$ cat config.mk
export PLATFORM = sky130hd
export DESIGN_NAME = dark_line_centroid_pid
export DESIGN_NICKNAME = d
export VERILOG_FILES = /design/src/hdl/dlc_pkg.sv /design/src/hdl/dlc_bands.sv /design/src/hdl/dlc_div.sv /design/src/hdl/dark_line_centroid_pid.sv
export VERILOG_INCLUDE_DIRS = /design/src /design/src/hdl
export SDC_FILE = /design/constraint.sdc
export NUM_CORES = 2
export LEC_CHECK = 0
export ABC_AREA = 1
export BUFFER_PORTS_ARGS = -buffer_cell sky130_fd_sc_hd__buf_4
export CORE_MARGIN = 3
export CORE_UTILIZATION = 60
export DETAILED_ROUTE_END_ITERATION = 10
export PLACE_DENSITY = 0.87
export SETUP_SLACK_MARGIN = 0.05
export SLEW_MARGIN = 40
export SYNTH_ARGS = -nofsm -noshare
export SYNTH_HDL_FRONTEND = slang
export SYNTH_SLANG_ARGS = --single-unit
$ cat constraint.sdc
create_clock -name clk -period 7.75 [get_ports clk]
set_input_delay 1.55 -clock clk [delete_from_list [all_inputs] [get_ports clk]]
set_output_delay 1.55 -clock clk [all_outputs]
set_load 0.02 [all_outputs]
$ cat src/hdl/dark_line_centroid_pid_assert.svh
// Assertion macros shared by the block's modules.
// Each macro takes a label, the clock, the reset, an antecedent and a consequent.
`ifndef DARK_LINE_CENTROID_PID_ASSERT_SVH
`define DARK_LINE_CENTROID_PID_ASSERT_SVH

`ifndef SYNTHESIS

`define DLC_ASSERT_SAME(lbl, clk, rst, ante, cons) \
  lbl: assert property (@(posedge clk) disable iff (rst) (ante) |-> (cons)) \
    else $error("%m: same-cycle check failed");

`define DLC_ASSERT_NEXT(lbl, clk, rst, ante, cons) \
  lbl: assert property (@(posedge clk) disable iff (rst) (ante) |=> (cons)) \
    else $error("%m: next-cycle check failed");

`else

`define DLC_ASSERT_SAME(lbl, clk, rst, ante, cons)

`define DLC_ASSERT_NEXT(lbl, clk, rst, ante, cons)

`endif

`endif

$ cat src/hdl/dlc_pkg.sv
`default_nettype none

package dlc_pkg;

  // Image geometry.
  localparam int BAND_WIDTH   = 32;
  localparam int FRAME_HEIGHT = 240;
  localparam int NBANDS       = 10;
  localparam int LINE_W       = NBANDS * BAND_WIDTH;

  // Field widths.
  localparam int PIX_W    = 8;
  localparam int COLUMN_W = 9;
  localparam int POS_W    = (COLUMN_W > $clog2(LINE_W + 1)) ? COLUMN_W : $clog2(LINE_W + 1);
  localparam int IDX_W    = $clog2(NBANDS);
  localparam int COUNT_W  = 13;
  localparam int TOTAL_W  = 17;
  localparam int GAIN_W   = 8;
  localparam int NOLINE_W = 16;
  localparam int DRIVE_W  = 24;
  localparam int ERR_W    = 13;
  localparam int ACC_W    = 24;
  localparam int CFG_IDX_W  = 3;
  localparam int CFG_DATA_W = 17;

  // A band count stops at whichever is smaller: a full band or the counter range.
  localparam int BAND_FULL  = BAND_WIDTH * FRAME_HEIGHT;
  localparam int BAND_LIMIT = (BAND_FULL < (2 ** COUNT_W - 1)) ? BAND_FULL : (2 ** COUNT_W - 1);

  // Weighted sum and division.
  localparam int WEIGHT_W   = 5;
  localparam int NUM_W      = 21;
  localparam int FRAC_SHIFT = 7;
  localparam int DIVIDEND_W = NUM_W - 1 + FRAC_SHIFT;
  localparam int DIVISOR_W  = TOTAL_W + 1;
  localparam int DIV_CNT_W  = $clog2(DIVIDEND_W);

  // Shared multiplier and PID sum.
  localparam int MUL_B_W = ACC_W + 1;
  localparam int PROD_W  = GAIN_W + 1 + MUL_B_W;
  localparam int SHIFT_Q = 8;
  localparam int SCALED_W = PROD_W - SHIFT_Q;

  // Register indexes of the configuration port.
  localparam logic [CFG_IDX_W-1:0] REG_DARK_LIMIT    = 3'd0;
  localparam logic [CFG_IDX_W-1:0] REG_MIN_DARK      = 3'd1;
  localparam logic [CFG_IDX_W-1:0] REG_NO_LINE_DRIVE = 3'd2;
  localparam logic [CFG_IDX_W-1:0] REG_GAIN_P        = 3'd3;
  localparam logic [CFG_IDX_W-1:0] REG_GAIN_I        = 3'd4;
  localparam logic [CFG_IDX_W-1:0] REG_GAIN_D        = 3'd5;

  typedef enum logic [2:0] {
    S_IDLE,
    S_SUM,
    S_CHECK,
    S_DIVIDE,
    S_UPDATE,
    S_MUL,
    S_FINISH
  } seq_state_t;

  typedef struct packed {
    logic             count_en;
    logic             sweep_en;
    logic [IDX_W-1:0] sweep_idx;
  } bands_ctl_t;

  // Band k of the flipped image weighs (2k - 9) halves.
  function automatic logic signed [WEIGHT_W-1:0] band_weight(input logic [IDX_W-1:0] idx);
    logic signed [WEIGHT_W-1:0] w;
    w = $signed(WEIGHT_W'({idx, 1'b0})) - WEIGHT_W'(NBANDS - 1);
    return w;
  endfunction

endpackage

`default_nettype wire

$ cat src/hdl/dlc_bands.sv
`default_nettype none

module dlc_bands (
  input  wire logic                              clk,
  input  wire logic                              rst,
  input  wire logic [dlc_pkg::PIX_W-1:0]         blue,
  input  wire logic [dlc_pkg::PIX_W-1:0]         green_level,
  input  wire logic [dlc_pkg::PIX_W-1:0]         red,
  input  wire logic [dlc_pkg::COLUMN_W-1:0]      column,
  input  wire logic [dlc_pkg::PIX_W-1:0]         dark_limit,
  input  wire dlc_pkg::bands_ctl_t               ctl,
  output logic      [dlc_pkg::COUNT_W-1:0]       sweep_count
);

  logic [dlc_pkg::COUNT_W-1:0] counts [dlc_pkg::NBANDS];
  logic [dlc_pkg::POS_W-1:0]   pos;
  logic [dlc_pkg::POS_W-1:0]   flip;
  logic [dlc_pkg::POS_W-1:0]   band_full;
  logic [dlc_pkg::IDX_W-1:0]   band;
  logic                        is_dark;
  logic                        in_line;
  logic                        hit;

  // Dark means the largest component is at or below the limit.
  assign is_dark = (blue <= dark_limit) && (green_level <= dark_limit) && (red <= dark_limit);
  assign pos       = dlc_pkg::POS_W'(column);
  assign in_line   = pos < dlc_pkg::POS_W'(dlc_pkg::LINE_W);
  // The image is rotated by half a turn, so columns count from the right.
  assign flip      = dlc_pkg::POS_W'(dlc_pkg::LINE_W - 1) - pos;
  assign band_full = dlc_pkg::POS_W'(flip / dlc_pkg::BAND_WIDTH);
  assign band      = band_full[dlc_pkg::IDX_W-1:0];
  assign hit       = ctl.count_en && is_dark && in_line &&
                     (counts[band] < dlc_pkg::COUNT_W'(dlc_pkg::BAND_LIMIT));

  assign sweep_count = counts[ctl.sweep_idx];

  always_ff @(posedge clk) begin
    if (rst) begin
      for (int i = 0; i < dlc_pkg::NBANDS; i++) begin
        counts[i] <= '0;
      end
    end else begin
      if (hit) begin
        counts[band] <= counts[band] + 1'b1;
      end
      // The frame-end sweep reads each band once and clears it behind itself.
      if (ctl.sweep_en) begin
        counts[ctl.sweep_idx] <= '0;
      end
    end
  end

endmodule

`default_nettype wire

$ cat src/hdl/dlc_div.sv
`default_nettype none

`include "dark_line_centroid_pid_assert.svh"

module dlc_div (
  input  wire logic                               clk,
  input  wire logic                               rst,
  input  wire logic                               start,
  input  wire logic [dlc_pkg::DIVIDEND_W-1:0]     dividend,
  input  wire logic [dlc_pkg::DIVISOR_W-1:0]      divisor,
  output logic      [dlc_pkg::DIVIDEND_W-1:0]     quotient,
  output logic                                    done
);

  logic                              busy;
  logic [dlc_pkg::DIV_CNT_W-1:0]     cnt;
  logic [dlc_pkg::DIVISOR_W-1:0]     rem;
  logic [dlc_pkg::DIVIDEND_W-1:0]    quo;
  logic [dlc_pkg::DIVISOR_W:0]       shifted;
  logic [dlc_pkg::DIVISOR_W:0]       diff;
  logic                              fits;

  // Restoring division, one quotient bit per cycle.
  assign shifted  = {rem, quo[dlc_pkg::DIVIDEND_W-1]};
  assign diff     = shifted - {1'b0, divisor};
  assign fits     = shifted >= {1'b0, divisor};
  assign quotient = quo;

  always_ff @(posedge clk) begin
    if (rst) begin
      busy <= 1'b0;
      done <= 1'b0;
      cnt  <= '0;
    end else begin
      done <= 1'b0;
      if (start) begin
        busy <= 1'b1;
        cnt  <= '0;
      end else if (busy) begin
        cnt <= cnt + 1'b1;
        if (cnt == dlc_pkg::DIV_CNT_W'(dlc_pkg::DIVIDEND_W - 1)) begin
          busy <= 1'b0;
          done <= 1'b1;
        end
      end
    end
  end

  always_ff @(posedge clk) begin
    if (start) begin
      rem <= '0;
      quo <= dividend;
    end else if (busy) begin
      if (fits) begin
        rem <= diff[dlc_pkg::DIVISOR_W-1:0];
      end else begin
        rem <= shifted[dlc_pkg::DIVISOR_W-1:0];
      end
      quo <= {quo[dlc_pkg::DIVIDEND_W-2:0], fits};
    end
  end

  `DLC_ASSERT_NEXT(a_start_busy, clk, rst, start, busy)
  `DLC_ASSERT_SAME(a_done_idle, clk, rst, done, !busy)
  `DLC_ASSERT_NEXT(a_last_done, clk, rst,
                   busy && !start && (cnt == dlc_pkg::DIV_CNT_W'(dlc_pkg::DIVIDEND_W - 1)), done)

endmodule

`default_nettype wire

$ cat src/hdl/dark_line_centroid_pid.sv
// Plain pixels: accepted one per cycle, counted in the cycle they are taken.
// Frame-end pixel: the result follows the band sweep, the restoring divider and
// the shared 9x25 multiplier (both skipped with no line). in_ready is low from a
// frame-end word until its result is loaded into the output register. Synchronous
// reset clears band counts and PID state and loads the config defaults.
`default_nettype none

`include "dark_line_centroid_pid_assert.svh"

module dark_line_centroid_pid (
  input  wire logic                                clk,
  input  wire logic                                rst,
  input  wire logic                                in_valid,
  output logic                                     in_ready,
  input  wire logic [dlc_pkg::PIX_W-1:0]           blue,
  input  wire logic [dlc_pkg::PIX_W-1:0]           green_level,
  input  wire logic [dlc_pkg::PIX_W-1:0]           red,
  input  wire logic [dlc_pkg::COLUMN_W-1:0]        column,
  input  wire logic                                frame_end,
  output logic                                     out_valid,
  input  wire logic                                out_ready,
  output logic signed [dlc_pkg::DRIVE_W-1:0]       drive,
  output logic                                     line_found,
  output logic      [dlc_pkg::TOTAL_W-1:0]         dark_total,
  input  wire logic                                cfg_we,
  input  wire logic [dlc_pkg::CFG_IDX_W-1:0]       cfg_index,
  input  wire logic [dlc_pkg::CFG_DATA_W-1:0]      cfg_data
);

  // Configuration.
  logic [dlc_pkg::PIX_W-1:0]            dark_limit;
  logic [dlc_pkg::TOTAL_W-1:0]          min_dark_pixels;
  logic signed [dlc_pkg::NOLINE_W-1:0]  no_line_drive;
  logic [dlc_pkg::GAIN_W-1:0]           gain_p;
  logic [dlc_pkg::GAIN_W-1:0]           gain_i;
  logic [dlc_pkg::GAIN_W-1:0]           gain_d;

  // Sequencer.
  dlc_pkg::seq_state_t                  state;
  dlc_pkg::seq_state_t                  state_next;
  logic [dlc_pkg::IDX_W-1:0]            idx;
  logic [1:0]                           mul_step;
  dlc_pkg::bands_ctl_t                  bands_ctl;
  logic                                 in_accept;
  logic                                 div_start;
  logic                                 div_done;
  logic                                 out_load;
  logic                                 no_line;

  // Datapath.
  logic [dlc_pkg::COUNT_W-1:0]          sweep_count;
  logic [dlc_pkg::TOTAL_W-1:0]          total;
  logic signed [dlc_pkg::NUM_W-1:0]     num;
  logic signed [dlc_pkg::COUNT_W+dlc_pkg::WEIGHT_W:0] wprod;
  logic [dlc_pkg::NUM_W-2:0]            num_mag;
  logic [dlc_pkg::DIVIDEND_W-1:0]       dividend;
  logic [dlc_pkg::DIVISOR_W-1:0]        divisor;
  logic [dlc_pkg::DIVIDEND_W-1:0]       quotient;
  logic signed [dlc_pkg::ERR_W-1:0]     e_val;
  logic signed [dlc_pkg::ERR_W-1:0]     error_now;
  logic signed [dlc_pkg::ERR_W-1:0]     error_before;
  logic signed [dlc_pkg::ACC_W-1:0]     error_accum;
  logic signed [dlc_pkg::ACC_W:0]       accum_sum;
  logic signed [dlc_pkg::ACC_W-1:0]     accum_sat;
  logic [dlc_pkg::GAIN_W-1:0]           mul_a;
  logic signed [dlc_pkg::MUL_B_W-1:0]   mul_b;
  logic signed [dlc_pkg::PROD_W-1:0]    prod;
  logic signed [dlc_pkg::PROD_W-1:0]    pid_sum;
  logic signed [dlc_pkg::PROD_W-1:0]    pid_adj;
  logic signed [dlc_pkg::SCALED_W-1:0]  scaled;
  logic signed [dlc_pkg::DRIVE_W-1:0]   drive_sat;
  logic                                 found;

  assign in_accept = in_valid && in_ready;

  dlc_bands u_bands (
    .clk         (clk),
    .rst         (rst),
    .blue        (blue),
    .green_level (green_level),
    .red         (red),
    .column      (column),
    .dark_limit  (dark_limit),
    .ctl         (bands_ctl),
    .sweep_count (sweep_count)
  );

  assign num_mag  = num[dlc_pkg::NUM_W-1] ? (dlc_pkg::NUM_W-1)'(-num)
                                          : num[dlc_pkg::NUM_W-2:0];
  assign dividend = {num_mag, dlc_pkg::FRAC_SHIFT'(0)};
  assign divisor  = {1'b0, total} + 1'b1;

  dlc_div u_div (
    .clk      (clk),
    .rst      (rst),
    .start    (div_start),
    .dividend (dividend),
    .divisor  (divisor),
    .quotient (quotient),
    .done     (div_done)
  );

  // Next state.
  always_comb begin
    state_next = state;
    unique case (state)
      dlc_pkg::S_IDLE: begin
        if (in_accept && frame_end) begin
          state_next = dlc_pkg::S_SUM;
        end
      end
      dlc_pkg::S_SUM: begin
        if (idx == dlc_pkg::IDX_W'(dlc_pkg::NBANDS - 1)) begin
          state_next = dlc_pkg::S_CHECK;
        end
      end
      dlc_pkg::S_CHECK: begin
        if (no_line) begin
          state_next = dlc_pkg::S_FINISH;
        end else begin
          state_next = dlc_pkg::S_DIVIDE;
        end
      end
      dlc_pkg::S_DIVIDE: begin
        if (div_done) begin
          state_next = dlc_pkg::S_UPDATE;
        end
      end
      dlc_pkg::S_UPDATE: begin
        state_next = dlc_pkg::S_MUL;
      end
      dlc_pkg::S_MUL: begin
        if (mul_step == 2'd3) begin
          state_next = dlc_pkg::S_FINISH;
        end
      end
      dlc_pkg::S_FINISH: begin
        if (out_load) begin
          state_next = dlc_pkg::S_IDLE;
        end
      end
      default: begin
        state_next = dlc_pkg::S_IDLE;
      end
    endcase
  end

  // Control outputs.
  always_comb begin
    in_ready            = 1'b0;
    div_start           = 1'b0;
    out_load            = 1'b0;
    bands_ctl.count_en  = 1'b0;
    bands_ctl.sweep_en  = 1'b0;
    bands_ctl.sweep_idx = idx;
    unique case (state)
      dlc_pkg::S_IDLE: begin
        in_ready           = 1'b1;
        bands_ctl.count_en = in_valid;
      end
      dlc_pkg::S_SUM: begin
        bands_ctl.sweep_en = 1'b1;
      end
      dlc_pkg::S_CHECK: begin
        div_start = !no_line;
      end
      dlc_pkg::S_FINISH: begin
        out_load = !out_valid || out_ready;
      end
      default: begin
      end
    endcase
  end

  assign no_line = total < min_dark_pixels;
  assign wprod   = $signed({1'b0, sweep_count}) * dlc_pkg::band_weight(idx);

  // Signed error from the magnitude quotient, which never exceeds 1152.
  assign e_val = num[dlc_pkg::NUM_W-1] ? -$signed({1'b0, quotient[dlc_pkg::ERR_W-2:0]})
                                       :  $signed({1'b0, quotient[dlc_pkg::ERR_W-2:0]});

  assign accum_sum = (dlc_pkg::ACC_W + 1)'(error_accum) + (dlc_pkg::ACC_W + 1)'(e_val);
  always_comb begin
    if (accum_sum[dlc_pkg::ACC_W] != accum_sum[dlc_pkg::ACC_W-1]) begin
      accum_sat = accum_sum[dlc_pkg::ACC_W] ? {1'b1, {(dlc_pkg::ACC_W-1){1'b0}}}
                                            : {1'b0, {(dlc_pkg::ACC_W-1){1'b1}}};
    end else begin
      accum_sat = accum_sum[dlc_pkg::ACC_W-1:0];
    end
  end

  // Operand select for the shared multiplier: P term, I term, then D term.
  always_comb begin
    unique case (mul_step)
      2'd0: begin
        mul_a = gain_p;
        mul_b = dlc_pkg::MUL_B_W'(error_now);
      end
      2'd1: begin
        mul_a = gain_i;
        mul_b = dlc_pkg::MUL_B_W'(error_accum);
      end
      2'd2: begin
        mul_a = gain_d;
        mul_b = dlc_pkg::MUL_B_W'(error_now) - dlc_pkg::MUL_B_W'(error_before);
      end
      default: begin
        mul_a = '0;
        mul_b = '0;
      end
    endcase
  end

  // Divide by 256 rounding toward zero, then saturate to the drive range.
  assign pid_adj = pid_sum[dlc_pkg::PROD_W-1]
                   ? pid_sum + dlc_pkg::PROD_W'((1 << dlc_pkg::SHIFT_Q) - 1) : pid_sum;
  assign scaled  = pid_adj[dlc_pkg::PROD_W-1:dlc_pkg::SHIFT_Q];
  always_comb begin
    if (scaled > dlc_pkg::SCALED_W'((1 << (dlc_pkg::DRIVE_W - 1)) - 1)) begin
      drive_sat = {1'b0, {(dlc_pkg::DRIVE_W-1){1'b1}}};
    end else if (scaled < -$signed(dlc_pkg::SCALED_W'(1 << (dlc_pkg::DRIVE_W - 1)))) begin
      drive_sat = {1'b1, {(dlc_pkg::DRIVE_W-1){1'b0}}};
    end else begin
      drive_sat = scaled[dlc_pkg::DRIVE_W-1:0];
    end
  end

  // Control and architectural state.
  always_ff @(posedge clk) begin
    if (rst) begin
      state           <= dlc_pkg::S_IDLE;
      idx             <= '0;
      mul_step        <= '0;
      out_valid       <= 1'b0;
      error_now       <= '0;
      error_before    <= '0;
      error_accum     <= '0;
      dark_limit      <= dlc_pkg::PIX_W'(51);
      min_dark_pixels <= dlc_pkg::TOTAL_W'(100);
      no_line_drive   <= dlc_pkg::NOLINE_W'(99);
      gain_p          <= dlc_pkg::GAIN_W'(15);
      gain_i          <= '0;
      gain_d          <= '0;
    end else begin
      state <= state_next;
      if (state == dlc_pkg::S_SUM) begin
        idx <= idx + 1'b1;
      end else begin
        idx <= '0;
      end
      if (state == dlc_pkg::S_MUL) begin
        mul_step <= mul_step + 1'b1;
      end else begin
        mul_step <= '0;
      end
      if (out_load) begin
        out_valid <= 1'b1;
      end else if (out_ready) begin
        out_valid <= 1'b0;
      end
      if (state == dlc_pkg::S_UPDATE) begin
        error_before <= error_now;
        error_now    <= e_val;
        error_accum  <= accum_sat;
      end
      if (cfg_we) begin
        unique case (cfg_index)
          dlc_pkg::REG_DARK_LIMIT:    dark_limit      <= cfg_data[dlc_pkg::PIX_W-1:0];
          dlc_pkg::REG_MIN_DARK:      min_dark_pixels <= cfg_data[dlc_pkg::TOTAL_W-1:0];
          dlc_pkg::REG_NO_LINE_DRIVE: no_line_drive   <= cfg_data[dlc_pkg::NOLINE_W-1:0];
          dlc_pkg::REG_GAIN_P:        gain_p          <= cfg_data[dlc_pkg::GAIN_W-1:0];
          dlc_pkg::REG_GAIN_I:        gain_i          <= cfg_data[dlc_pkg::GAIN_W-1:0];
          dlc_pkg::REG_GAIN_D:        gain_d          <= cfg_data[dlc_pkg::GAIN_W-1:0];
          default: begin
          end
        endcase
      end
    end
  end

  // Working registers.
  always_ff @(posedge clk) begin
    if (state == dlc_pkg::S_IDLE) begin
      total <= '0;
      num   <= '0;
    end else if (state == dlc_pkg::S_SUM) begin
      total <= total + dlc_pkg::TOTAL_W'(sweep_count);
      num   <= num + dlc_pkg::NUM_W'(wprod);
    end
    // The product is registered and added in the next multiply step.
    prod <= $signed({1'b0, mul_a}) * mul_b;
    if (state == dlc_pkg::S_UPDATE) begin
      pid_sum <= '0;
    end else if (state == dlc_pkg::S_MUL && mul_step != 2'd0) begin
      pid_sum <= pid_sum + prod;
    end
    if (state == dlc_pkg::S_CHECK) begin
      found <= !no_line;
    end
    if (out_load) begin
      dark_total <= total;
      line_found <= found;
      if (found) begin
        drive <= drive_sat;
      end else begin
        drive <= dlc_pkg::DRIVE_W'(no_line_drive);
      end
    end
  end

  `DLC_ASSERT_SAME(a_result_from_finish, clk, rst,
                   $rose(out_valid), $past(state == dlc_pkg::S_FINISH))
  `DLC_ASSERT_SAME(a_found_enough, clk, rst,
                   out_valid && line_found, dark_total >= min_dark_pixels)
  `DLC_ASSERT_NEXT(a_div_to_update, clk, rst,
                   (state == dlc_pkg::S_DIVIDE) && div_done, state == dlc_pkg::S_UPDATE)

endmodule

`default_nettype wire

==> run summary <==
Run status: complete, but fails checks
Violated checks: design-rule violations
Dpl cell area: 42000 um2
Primary FF master, synth: edfxtp_1
Cell area after synthesis: 40700 um2
Syn avg cell area: 7.64 um2
Number of post-CTS setup repair buffers: 0
Final hold vios: 0
Clock sinks: 534
Fill count: 5163
F_max: 0.146 GHz
Grt total ovfl: 0
Asr flop ratio synth: 0
Synth top area cells: edfxtp_1 (20%), dfxtp_1 (13%), nand2_1 (10%), fa_1 (10%), ha_1 (8.4%)
Flop pwr share: 0.244
Syn Nets: 5860
Htree depth: 2
CP Capture Type: register
Wirelength per Cell: 17.9 um
Antenna Violating Nets Remaining: 0
Synth unique cells: 60
Antenna diodes: 0
P_int: 8.17 mW
RSZ-0062 raised after global routing: no
Count leader, synth: nand2_1
Post-DP HPWL: 79700 um
Maximum VDD drop: 337 uV
Leading area contributor after synthesis: edfxtp_1
Pwr Density: 351 nW/um2
Core ar.: 66500 um2
Slew HR: 0.427
Combinational share of power: 0.569
Lkg Pwr: 20.4 nW
Post-Route WL: 112000 um
Clk pwr share: 0.186
Synth top cells by count: nand2_1 (1111), inv_1 (772), nor2_1 (609)
Die width: 266 um
Largest net degree at the start of global routing: 116
Worst path arrival time: 7440 ps
Worst-Skew Late Latency: 640 ps
Finished Cell Area: 43900 um2
Via count: 37100
First-pass GRT wire length: 179000 um
Clock transition at path regs: 60 ps
Sw frac: 0.470
PortBufs: 97
CTS Buf Count: 57
Hold/Removal Path Class: register to register
I/O pins: 103
Initial antenna violation count: 1
Ys Warns: 0
Fin nets: 5864
Final setup violation count: 0
Worst clock skew: 47.5 ps
Critical path class: register to register
Number of gates resized after cts: 0
Detailed Routing Iterations Pass 1: 9
Vias in the first global route: 35900
Share of post-route cells with drive strength above 1: 0.0597
DR vias/cell: 5.95
Routability cong.: 0.968
Max-Cap Viols: 0
Hold Buf Count CTS: 0
DR iter-0 viols: 4113
Setup TNS: 0 ps
Net Switching: 7.25 mW
Setup crit start kind: register
Die H: 266 um
Min cycle time layout: 6860 ps
Synth top area share: 0.200
Post-synth EDFFs: 271
Initial core utilization: 0.612
Post-synthesis sequential area ratio: 0.329
CTS tree: yes
Root Driver: clkbuf_16
All-Layer GR Usage: 0.308
Slew Limit Fails: 0
Number of remaining DRC errors: 1
Die area: 71000 um2
Site Rows: 94
Final period util: 0.886
Actual slew at the worst max-slew pin: 858 ps
CP Max Fanout: 32
Synth Instances: 5322
Worst EP required: 8320 ps
Synth-to-layout area growth: 8.00%
Longest Clk Path Bufs: 3
Seq cells post-synth: 534
-- power by group through the flow --
stage	registers, mW	logic, mW	clock network, mW
6_report	3.77	8.78	2.87
5_1_grt	3.80	9.87	3.00
4_1_cts	3.75	8.58	2.87
3_5_place_dp	3.80	8.46	0
3_3_place_gp	3.79	8.13	0
2_1_floorplan	3.68	6.49	0
-- sequential cells by signal, summed over array words and instances (netlist names), 16 cells and up --
register         cells
no_line_drive       16
u_bands.counts     208
drive               24
error_accum         24
prod                34
total               17
u_div.quotient      27
dark_total          17
num                 21
pid_sum             34
u_div.rem           18
min_dark_pixels     17
-- cell type report --
type                            instances  area, um2  area share
Multi-Input combinational cell       3797      23400       0.533
Clock buffer                           70       1560      0.0355
Tap cell                              864       1080      0.0246
Clock inverter                         36        400     0.00911
Sequential cell                       534      13400       0.305
Inverter                              796       2990      0.0681
Timing Repair Buffer                  140       1070      0.0244
-- worst paths after layout --
| check | startpoint | end | slack (ps) | depth (start not counted) |
|---|---|---|---|---|
| min | gain_p[7]$_SDFFE_PP0P_ | gain_p[7]$_SDFFE_PP0P_ | 460 | 2 |
| max | idx[0]$_SDFF_PP0_ | num[18]$_SDFFE_PP0P_ | 890 | 23 |
| max reg2reg | idx[0]$_SDFF_PP0_ | num[18]$_SDFFE_PP0P_ | 890 | 23 |
| min reg2reg | gain_p[7]$_SDFFE_PP0P_ | gain_p[7]$_SDFFE_PP0P_ | 460 | 2 |
-- metal layers --
metal	part of all wire	vias to the layer above	track usage
met3	0.11	365	0.0640
li1	-	17400	-
met5	0.00017	-	0
met1	0.39	17400	0.401
met4	0.038	2	0.124
met2	0.46	2033	0.506
-- cell families (layout without fill, tap and decap cells) --
kind of cell / Yosys count / count (layout) / synth area share
and+or+nand+nor: 2200 / 2200 / 0.223
buffers and inverters: 991 / 1042 / 0.0965
DFF: 534 / 534 / 0.329
adders and majority gates: 479 / 479 / 0.185
AOI/OAI and AO/OA: 948 / 948 / 0.129
xor gates and xnor gates: 170 / 170 / 0.0368
-- worst max-delay path: stages, from the launching register on --
cell      delay, ps
dfxtp_4         590
clkinv_2        570
buf_4           410
a21oi_1         150
a221oi_1        140
o21ai_0         510
inv_1           280
fa_1            560
inv_1            50
fa_1            480
fa_1            540
inv_1            50
fa_1            500
ha_1            340
nand3_1         110
nand3_1         110
a21oi_1         280
o21ai_0         240
a21oi_1         290
o21ai_0         130
or2_2           280
nand3_1          70
nand2_1          50
inv_1            40
-- layout by cell type (no fill, tap or decap), drive strengths merged, types with 4 or more instances in the layout --
| master | n |
|---|---|
| a211oi | 7 |
| nor2 | 618 |
| nand2 | 1128 |
| nand3 | 331 |
| inv | 796 |
| o2111ai | 12 |
| xnor2 | 43 |
| o31ai | 8 |
| nor3 | 62 |
| fa | 207 |
| xor2 | 127 |
| dfxtp | 263 |
| o21bai | 12 |
| edfxtp | 271 |
| o22ai | 16 |
| o21a | 10 |
| o221ai | 5 |
| a32oi | 15 |
| nor4 | 9 |
| a21boi | 9 |
| a21oi | 409 |
| a21o | 15 |
| o211ai | 58 |
| or2 | 7 |
| ha | 272 |
| bufinv | 7 |
| a221oi | 4 |
| nand4 | 38 |
| a31oi | 18 |
| buf | 140 |
| clkbuf | 70 |
| clkinv | 27 |
| o21ai | 347 |
-- through the flow --
| step | power [mW] | hold WS [ps] | setup WS [ps] | utilization | cells |
|---|---|---|---|---|---|
| floorplan | 10.2 | 424 | 1960 | - | 5322 |
| global placement | 11.9 | 440 | 1190 | 0.631 | 6131 |
| detailed placement | 12.3 | 448 | 1130 | 0.631 | 6131 |
| CTS | 15.2 | 459 | 1080 | 0.661 | 6237 |
| global route | 16.7 | 487 | 641 | 0.661 | 6237 |
| finish | 15.4 | 462 | 885 | 0.661 | 6237 |
Note: power is estimated with default switching activity, not from simulation.
